$ cat src/design/lpe_pkg.sv
`timescale 1ns / 1ps
// ----------------------------------------------------------------------------
// lpe_pkg
// Types and constants shared by the line position estimator.
// ----------------------------------------------------------------------------
package lpe_pkg;

  localparam int SENSOR_COUNT = 5;
  localparam int IDX_W        = $clog2(SENSOR_COUNT);
  localparam int SMP_W        = 10;
  localparam int LVL_W        = 10;
  localparam int POS_W        = 13;
  localparam int LIM_W        = 8;
  localparam int ACC_W        = 14;
  localparam int NUM_W        = 24;
  localparam int Q_W          = 13;
  localparam int DIV_STEPS    = Q_W;
  localparam int CNT_W        = $clog2(DIV_STEPS);

  localparam logic [1:0] KIND_CLEAR = 2'd0;
  localparam logic [1:0] KIND_CAL   = 2'd1;
  localparam logic [1:0] KIND_READ  = 2'd2;

  localparam logic [LVL_W-1:0] LEVEL_FULL   = 10'd1000;
  localparam logic [LVL_W-1:0] SEEN_BELOW   = 10'd800;
  localparam logic [LVL_W-1:0] WEIGHT_ABOVE = 10'd50;
  localparam logic [SMP_W-1:0] SAMPLE_MAX   = 10'd1023;
  localparam logic [POS_W-1:0] SNAP_SPLIT   = 13'd3050;
  localparam logic [POS_W-1:0] SNAP_LOW     = 13'd2500;
  localparam logic [POS_W-1:0] SNAP_HIGH    = 13'd3500;
  localparam logic [POS_W-1:0] POS_LIMIT    = 13'd5000;
  localparam logic [LIM_W-1:0] MISS_LIMIT_RST = 8'd5;

  typedef struct packed {
    logic [1:0]       kind;
    logic [SMP_W-1:0] sample_0;
    logic [SMP_W-1:0] sample_1;
    logic [SMP_W-1:0] sample_2;
    logic [SMP_W-1:0] sample_3;
    logic [SMP_W-1:0] sample_4;
    logic             light_line;
  } in_item_t;

  typedef struct packed {
    logic [POS_W-1:0] position;
    logic [LVL_W-1:0] level_0;
    logic [LVL_W-1:0] level_1;
    logic [LVL_W-1:0] level_2;
    logic [LVL_W-1:0] level_3;
    logic [LVL_W-1:0] level_4;
    logic             line_seen;
  } out_item_t;

  typedef enum logic [2:0] {
    ST_IDLE,
    ST_LOAD,
    ST_DIV,
    ST_POST,
    ST_MEAN,
    ST_FINISH
  } state_t;

  typedef struct packed {
    logic do_load;
    logic do_step;
    logic do_post;
    logic do_mean;
    logic do_finish;
  } ctl_t;

endpackage

$ cat src/design/line_position_estimator_top.sv
`timescale 1ns / 1ps
// ----------------------------------------------------------------------------
// line_position_estimator_top
// Calibrates five reflectance sensors and estimates the line position with
// one shared restoring divider that produces one quotient bit per cycle.
// ----------------------------------------------------------------------------
// Sequence: a line read loads, divides and post-processes each sensor in turn,
//   then divides once more for the weighted mean when one is formed, and finishes
//   once the output is free; clear and calibration scans act on their transfer.
// No new item is taken until a read is done: up to six divider passes plus load and post steps per sensor.
// Reset: synchronous, active low; minima to 1023, maxima to 0, position and
//   miss count to 0, miss limit to 5.
module line_position_estimator_top
  import lpe_pkg::*;
(
  input  logic             clk,
  input  logic             rst_n,
  input  logic             in_valid,
  output logic             in_stall,
  input  in_item_t         in_item,
  output logic             out_valid,
  input  logic             out_stall,
  output out_item_t        out_item,
  input  logic             cfg_valid,
  output logic             cfg_ready,
  input  logic [LIM_W-1:0] cfg_data
);

  state_t state_r, state_nxt;
  ctl_t   ctl;

  logic [SMP_W-1:0] low_cal_r  [SENSOR_COUNT];
  logic [SMP_W-1:0] high_cal_r [SENSOR_COUNT];
  logic [SMP_W-1:0] samp_r     [SENSOR_COUNT];
  logic [LVL_W-1:0] lvl_r      [SENSOR_COUNT];
  logic [SMP_W-1:0] in_samp    [SENSOR_COUNT];

  logic             white_r;
  logic [IDX_W-1:0] idx_r;
  logic             seen_r;
  logic             mean_r;
  logic [ACC_W-1:0] wsum_r;
  logic [Q_W-1:0]   vsum_r;
  logic [POS_W-1:0] pos_r;
  logic [LIM_W-1:0] miss_r;
  logic [LIM_W-1:0] limit_r;
  logic             lvl_zero_r;
  logic             lvl_full_r;
  logic [CNT_W-1:0] cnt_r;
  logic [Q_W-1:0]   rem_r;
  logic [Q_W-1:0]   shr_r;
  logic [Q_W-1:0]   div_r;
  logic             out_valid_r;
  out_item_t        out_item_r;

  logic             in_xfer;
  logic             out_free;
  logic             use_mean;

  logic signed [SMP_W:0] a_s, span_s;
  logic [SMP_W-1:0]      abs_a, abs_span;
  logic [NUM_W-1:0]      num_lvl, num_mean;

  logic [Q_W:0]     trial;
  logic             trial_ge;

  logic [LVL_W-1:0] lev;
  logic [LVL_W-1:0] lev_v;
  logic [IDX_W-1:0] wt;
  logic [ACC_W-1:0] wprod;

  logic [LIM_W:0]   miss_inc;
  logic [LIM_W-1:0] miss_nxt;
  logic [POS_W-1:0] pos_snap;
  logic [POS_W-1:0] pos_nxt;

  assign in_samp[0] = in_item.sample_0;
  assign in_samp[1] = in_item.sample_1;
  assign in_samp[2] = in_item.sample_2;
  assign in_samp[3] = in_item.sample_3;
  assign in_samp[4] = in_item.sample_4;

  assign in_stall  = (state_r != ST_IDLE);
  assign in_xfer   = in_valid && !in_stall;
  assign out_valid = out_valid_r;
  assign out_item  = out_item_r;
  assign out_free  = !out_valid_r || !out_stall;
  assign cfg_ready = 1'b1;
  assign use_mean  = seen_r && (vsum_r != '0);

  // level operands of the current sensor
  always_comb begin
    a_s      = $signed({1'b0, samp_r[idx_r]}) - $signed({1'b0, low_cal_r[idx_r]});
    span_s   = $signed({1'b0, high_cal_r[idx_r]}) - $signed({1'b0, low_cal_r[idx_r]});
    abs_a    = a_s[SMP_W] ? SMP_W'(-a_s) : a_s[SMP_W-1:0];
    abs_span = span_s[SMP_W] ? SMP_W'(-span_s) : span_s[SMP_W-1:0];
    num_lvl  = (NUM_W'(abs_a) << 10) - (NUM_W'(abs_a) << 4) - (NUM_W'(abs_a) << 3);
    num_mean = (NUM_W'(wsum_r) << 10) - (NUM_W'(wsum_r) << 4) - (NUM_W'(wsum_r) << 3);
  end

  // one restoring division step
  always_comb begin
    trial    = {rem_r, shr_r[Q_W-1]};
    trial_ge = (trial >= {1'b0, div_r});
  end

  // level post-processing and weighting
  always_comb begin
    priority if (lvl_zero_r) begin
      lev = '0;
    end else if (lvl_full_r) begin
      lev = LEVEL_FULL;
    end else begin
      lev = shr_r[LVL_W-1:0];
    end
    lev_v = white_r ? (LEVEL_FULL - lev) : lev;
    wt    = idx_r + IDX_W'(1);
    wprod = ACC_W'(lev_v) * ACC_W'(wt);
  end

  // miss counting and position
  always_comb begin
    miss_inc = {1'b0, miss_r} + (LIM_W+1)'(1);
    priority if (seen_r) begin
      miss_nxt = '0;
    end else if (miss_inc >= {1'b0, limit_r}) begin
      miss_nxt = limit_r;
    end else begin
      miss_nxt = miss_inc[LIM_W-1:0];
    end
    if (miss_nxt >= limit_r) begin
      pos_snap = (pos_r < SNAP_SPLIT) ? SNAP_LOW : SNAP_HIGH;
    end else begin
      pos_snap = pos_r;
    end
    pos_nxt = use_mean ? shr_r : pos_snap;
  end

  // next state
  always_comb begin
    state_nxt = state_r;
    unique case (state_r)
      ST_IDLE: begin
        if (in_xfer && in_item.kind == KIND_READ) state_nxt = ST_LOAD;
      end
      ST_LOAD: begin
        state_nxt = ST_DIV;
      end
      ST_DIV: begin
        if (cnt_r == CNT_W'(DIV_STEPS - 1)) state_nxt = mean_r ? ST_FINISH : ST_POST;
      end
      ST_POST: begin
        state_nxt = (idx_r == IDX_W'(SENSOR_COUNT - 1)) ? ST_MEAN : ST_LOAD;
      end
      ST_MEAN: begin
        state_nxt = use_mean ? ST_DIV : ST_FINISH;
      end
      ST_FINISH: begin
        if (out_free) state_nxt = ST_IDLE;
      end
      default: begin
        state_nxt = ST_IDLE;
      end
    endcase
  end

  // control decode
  always_comb begin
    ctl           = '0;
    ctl.do_load   = (state_r == ST_LOAD);
    ctl.do_step   = (state_r == ST_DIV);
    ctl.do_post   = (state_r == ST_POST);
    ctl.do_mean   = (state_r == ST_MEAN) && use_mean;
    ctl.do_finish = (state_r == ST_FINISH) && out_free;
  end

  always_ff @(posedge clk) begin
    if (!rst_n) begin
      state_r     <= ST_IDLE;
      out_valid_r <= 1'b0;
      pos_r       <= '0;
      miss_r      <= '0;
      limit_r     <= MISS_LIMIT_RST;
      for (int i = 0; i < SENSOR_COUNT; i++) begin
        low_cal_r[i]  <= SAMPLE_MAX;
        high_cal_r[i] <= '0;
      end
    end else begin
      state_r <= state_nxt;

      if (cfg_valid && cfg_ready) limit_r <= cfg_data;

      if (in_xfer) begin
        unique case (in_item.kind)
          KIND_CLEAR: begin
            for (int i = 0; i < SENSOR_COUNT; i++) begin
              low_cal_r[i]  <= SAMPLE_MAX;
              high_cal_r[i] <= '0;
            end
          end
          KIND_CAL: begin
            for (int i = 0; i < SENSOR_COUNT; i++) begin
              if (in_samp[i] != '0 && in_samp[i] > high_cal_r[i]) high_cal_r[i] <= in_samp[i];
              if (in_samp[i] != '0 && in_samp[i] < low_cal_r[i]) low_cal_r[i] <= in_samp[i];
            end
          end
          KIND_READ: begin
            for (int i = 0; i < SENSOR_COUNT; i++) samp_r[i] <= in_samp[i];
            white_r <= in_item.light_line;
            idx_r   <= '0;
            seen_r  <= 1'b0;
            mean_r  <= 1'b0;
            wsum_r  <= '0;
            vsum_r  <= '0;
          end
          default: begin
          end
        endcase
      end

      if (ctl.do_load) begin
        lvl_zero_r <= (a_s == '0) || (span_s == '0) || (a_s[SMP_W] != span_s[SMP_W]);
        lvl_full_r <= (abs_a >= abs_span);
        div_r      <= Q_W'(abs_span);
        rem_r      <= Q_W'(num_lvl[NUM_W-1:Q_W]);
        shr_r      <= num_lvl[Q_W-1:0];
        cnt_r      <= '0;
      end

      if (ctl.do_mean) begin
        mean_r <= 1'b1;
        div_r  <= vsum_r;
        rem_r  <= Q_W'(num_mean[NUM_W-1:Q_W]);
        shr_r  <= num_mean[Q_W-1:0];
        cnt_r  <= '0;
      end

      if (ctl.do_step) begin
        rem_r <= trial_ge ? Q_W'(trial - {1'b0, div_r}) : trial[Q_W-1:0];
        shr_r <= {shr_r[Q_W-2:0], trial_ge};
        cnt_r <= cnt_r + CNT_W'(1);
      end

      if (ctl.do_post) begin
        lvl_r[idx_r] <= lev;
        if (lev_v < SEEN_BELOW) seen_r <= 1'b1;
        if (lev_v > WEIGHT_ABOVE) begin
          wsum_r <= wsum_r + wprod;
          vsum_r <= vsum_r + Q_W'(lev_v);
        end
        idx_r <= idx_r + IDX_W'(1);
      end

      if (ctl.do_finish) begin
        out_valid_r <= 1'b1;
        miss_r      <= miss_nxt;
        pos_r       <= pos_nxt;
      end else if (!out_stall) begin
        out_valid_r <= 1'b0;
      end
    end
  end

  always_ff @(posedge clk) begin
    if (ctl.do_finish) begin
      out_item_r.position  <= pos_nxt;
      out_item_r.level_0   <= lvl_r[0];
      out_item_r.level_1   <= lvl_r[1];
      out_item_r.level_2   <= lvl_r[2];
      out_item_r.level_3   <= lvl_r[3];
      out_item_r.level_4   <= lvl_r[4];
      out_item_r.line_seen <= seen_r;
    end
  end

  a_rise_from_finish: assert property (@(posedge clk) disable iff (!rst_n)
    $rose(out_valid_r) |-> $past(state_r == ST_FINISH))
    else $error("result raised outside finish");

  a_level_quotient: assert property (@(posedge clk) disable iff (!rst_n)
    (state_r == ST_POST && !lvl_zero_r && !lvl_full_r) |-> (shr_r < Q_W'(LEVEL_FULL)))
    else $error("level quotient out of range");

  a_position_range: assert property (@(posedge clk) disable iff (!rst_n)
    out_valid_r |-> (out_item_r.position <= POS_LIMIT))
    else $error("position out of range");

  a_busy_while_dividing: assert property (@(posedge clk) disable iff (!rst_n)
    (state_r == ST_DIV) |-> (in_stall && cnt_r < CNT_W'(DIV_STEPS)))
    else $error("divider step count out of range");

endmodule
$ cat config.mk
export PLATFORM = sky130hd
export DESIGN_NAME = line_position_estimator_top
export DESIGN_NICKNAME = d
export VERILOG_FILES = /design/src/design/lpe_pkg.sv /design/src/design/line_position_estimator_top.sv
export SDC_FILE = /design/constraint.sdc
export NUM_CORES = 1
export LEC_CHECK = 0
export ABC_CLOCK_PERIOD_IN_PS = 6100
export BUFFER_PORTS_ARGS = -buffer_cell sky130_fd_sc_hd__buf_4
export CAP_MARGIN = 20
export CORE_MARGIN = 1
export CORE_UTILIZATION = 57
export DETAILED_ROUTE_END_ITERATION = 8
export HOLD_SLACK_MARGIN = 0.05
export PLACE_DENSITY_LB_ADDON = 0.25
export SETUP_SLACK_MARGIN = 0.15
export SYNTH_ARGS = -nofsm -noshare
export SYNTH_HDL_FRONTEND = slang
export SYNTH_SLANG_ARGS = --single-unit
$ cat constraint.sdc
create_clock -name clk -period 6.1 [get_ports clk]
set_input_delay 1.22 -clock clk [delete_from_list [all_inputs] [get_ports clk]]
set_output_delay 1.22 -clock clk [all_outputs]
set_load 0.005 [all_outputs]
==> impl_metrics.env <==
export IMPL_outcome="finished, final reports clean"
export IMPL_clk_latency_ns=0.59
export IMPL_clkPwrFrac=0.298
export IMPL_cts_tree="built"
export IMPL_syn_inst=2286
export IMPL_worstReg2RegEnd="rem_r[6]"
export IMPL_drv_slew=0
export IMPL_r2r_setup_slack_ns=0.25
export IMPL_ys_flop_type="edfxtp_1"
export IMPL_rows=75
export IMPL_cts_buffers=41
export IMPL_mostFrequentLayoutCells="edfxtp_1, ha_1, inv_1"
export IMPL_synth_seq_cells=378
export IMPL_grt_pass1_wl_um=99900
export IMPL_num_io_pins=133
export IMPL_synth_fp_nets=2612
export IMPL_coreArea_um2=42000
export IMPL_start_kind="flop"
export IMPL_whs_ns=0.417
export IMPL_finalWorstPathRequiredPeriod_ns=5.85
export IMPL_drcViolationCount=0
export IMPL_cp_top_family="simple AND/OR/NAND/NOR gates"
export IMPL_combPwrFrac=0.344
export IMPL_synth_top_area_share=0.421
export IMPL_p_leak_nw=12.2
export IMPL_yosysTopAreaCell="edfxtp_1"
export IMPL_finalNetCount=2790
export IMPL_timing_critical_path_to="rem_r[6]"
export IMPL_grt_max_degree=51
export IMPL_r2r_cells=26
export IMPL_wl_per_cell_um=21.1
export IMPL_via_per_inst=6.07
export IMPL_drive_above_1_share=0.167
export IMPL_drt_pass1_iterations=5
export IMPL_swShare=0.331
export IMPL_final_common_cell="edfxtp_1"
export IMPL_synth_cell_types=81
export IMPL_area_growth_pct=15.6
export IMPL_worst_slack_ns=0.250
export IMPL_internal_power_mw=5.80
export IMPL_cp_buffers_inverters=4
export IMPL_placedInstanceArea_um2=26400
export IMPL_synth_edf_count=342
export IMPL_initial_core_util=0.580
export IMPL_worst_pin_slew_ns=1.04
export IMPL_grtUsageTotal=0.292
export IMPL_ys_warn_count=0
export IMPL_ant_nets=0
export IMPL_die_y_um=209
export IMPL_clkTransAtPathRegs_ns=0.06
export IMPL_die_area_um2=43600
export IMPL_min_path_type="reg -> reg"
export IMPL_final_cell_area_um2=28200
export IMPL_drv_max_cap_violation_count=0
export IMPL_final_hold_viol_count=0
export IMPL_async_reset_ff_frac=0
export IMPL_crit_slowest_cell="mux4_2"
export IMPL_fin_crit_sh=0.959
export IMPL_p_seq_frac=0.359
export IMPL_setup_violations=0
export IMPL_io_buffers=131
export IMPL_vias=18400
export IMPL_gp_congestion=0.937
export IMPL_root_buffer="clkbuf_16"
export IMPL_clock_skew_ns=0.0544
export IMPL_power_switching_mw=2.86
export IMPL_syn_area_um2=24400
export IMPL_placement_setup_worst_slack_ns=-0.0832
export IMPL_antenna_found_initial=1
export IMPL_diodes=0
export IMPL_grt_pass1_vias=18600
export IMPL_fillers=3110
export IMPL_max_slew_margin=0.302
export IMPL_critical_path_required_ns=6.38
export IMPL_synth_avg_cell_area_um2=10.7
export IMPL_tns_ns=0
export IMPL_worst_ep_arrival_time_ns=6.13
export IMPL_clock_path_buffers=3
export IMPL_clock_sinks=378
export IMPL_htreeDepth=2
export IMPL_slowest_delay_ns=0.52
export IMPL_synthTopCellsByArea="edfxtp_1, ha_1, inv_1, dfxtp_1, a21oi_1"
export IMPL_clock_fmax_ghz=0.171
export IMPL_yosysSeqAreaShare=0.450
export IMPL_dpl_hpwl_um=47900
export IMPL_wirelength_um=63900
export IMPL_die_w_um=209
export IMPL_cp_depth=26
export IMPL_worstPathMaxFanout=5
export IMPL_grt_remaining_overflow=0
export IMPL_critPathCaptureType="flop"
export IMPL_peakVddDrop_mv=0.255
export IMPL_critPathKind="reg -> reg"
export IMPL_drt_iter0_markers=1500
export IMPL_p_per_area_nw_per_um2=307
export IMPL_rsz0062_at_grt="true"
worst register-to-register path, delay by kind of cell (launching register included):
| family | cells | cell delay [ns] |
|---|---|---|
| simple gates | 7 | 1.60 |
| xor+xnor | 2 | 0.29 |
| compound gates | 5 | 0.67 |
| fa+ha+maj | 5 | 1.27 |
| flops | 1 | 0.38 |
| buf+inv | 4 | 0.28 |
| mux | 3 | 1.04 |
how the worst min path moves through the flow:
stage,start,endpoint,slack (ns),depth (start not counted)
4_1_cts,lvl_r[1][2],out_item[33],0.41,0
2_1_floorplan,lvl_r[4][9],out_item[10],0.40,0
3_5_place_dp,lvl_r[3][3],out_item[14],0.40,0
5_1_grt,lvl_r[2][5],out_item[26],0.42,0
6_report,lvl_r[1][2],out_item[33],0.42,0
3_3_place_gp,lvl_r[1][6],out_item[37],0.40,0
flip-flops by register name (all words and copies together), names as in the netlist, 14 cells and up, named ones only:
name,count
low_cal_r,50
samp_r,50
out_item,64
lvl_r,50
wsum_r,14
high_cal_r,50
synth_stat cells (9+ instances only):
| library cell | n |
|---|---|
| edfxtp_1 | 342 |
| ha_1 | 230 |
| inv_1 | 216 |
| nand2_1 | 173 |
| nor2_1 | 140 |
| a21oi_1 | 138 |
| o21ai_0 | 105 |
| a21o_1 | 75 |
| clkbuf_1 | 71 |
| xnor2_1 | 69 |
| nand3_1 | 67 |
| o21bai_1 | 62 |
| a21boi_0 | 58 |
| dfxtp_1 | 36 |
| mux2i_1 | 36 |
| o21a_1 | 33 |
| xor2_1 | 31 |
| fa_1 | 30 |
| mux4_2 | 30 |
| nor2b_1 | 27 |
| nor3_1 | 27 |
| mux2_2 | 22 |
| nand4_1 | 22 |
| nand2b_1 | 21 |
| or3_1 | 20 |
| and2_1 | 19 |
| nor4_1 | 17 |
| and3_1 | 15 |
| o211ai_1 | 12 |
| a31oi_1 | 11 |
| a211oi_1 | 9 |
power groups by stage:
stage | combinational, mW | sequential [mW] | clock (mW)
floorplan | 1.93 | 3.10 | 0
global placement | 2.60 | 3.15 | 0
detailed placement | 2.69 | 3.16 | 0
CTS | 2.76 | 3.10 | 2.60
global route | 3.25 | 3.11 | 2.69
finish | 2.98 | 3.11 | 2.58
layer usage:
metal  global-route usage  routed length [µm]  share of wire  vias up
li1                     -                   -              -     8652
met5                    0                  13        0.00020        -
met3               0.0424                4100          0.064      134
met4                0.115                2350          0.037        2
met2                0.509               31900           0.50      707
met1                0.366               25600           0.40     8941
cells by family (layout without fill, tap and decap cells):
| group | count (synthesis) | count (layout) | share of synthesized area |
|---|---|---|---|
| flops | 378 | 378 | 0.450 |
| xor+xnor | 103 | 103 | 0.0382 |
| compound gates | 577 | 577 | 0.157 |
| buf+inv | 305 | 516 | 0.0478 |
| mux | 88 | 88 | 0.0526 |
| other cells | 1 | 1 | 0.000154 |
| simple gates | 574 | 574 | 0.111 |
| fa+ha+maj | 260 | 260 | 0.143 |
layout make-up:
class / count / area (µm²) / area share
clock buffers: 52 / 1090 / 0.0386
inverters: 221 / 830 / 0.0294
well taps: 539 / 674 / 0.0239
repair buffers: 219 / 1750 / 0.0622
flip-flops and latches: 378 / 11000 / 0.390
multi-input cells: 1603 / 12500 / 0.445
clock inverters: 24 / 305 / 0.0108
what timing repair did:
item,CTS,global route
gates resized for setup,18,44
cloned,0,1
setup buffers,2,13
hold endpoints to repair,0,0
pin swaps,5,30
hold buffers,0,0
endpoints found under the setup margin,9,16
stage by stage:
step                 util  total power [mW]  cells
floorplan               -              5.03   2286
global placement    0.626              5.75   2941
detailed placement  0.627              5.85   2943
CTS                 0.662              8.47   3021
global route        0.671              9.05   3036
finish              0.671              8.66   3036
Note: power is estimated with default switching activity, not from simulation.
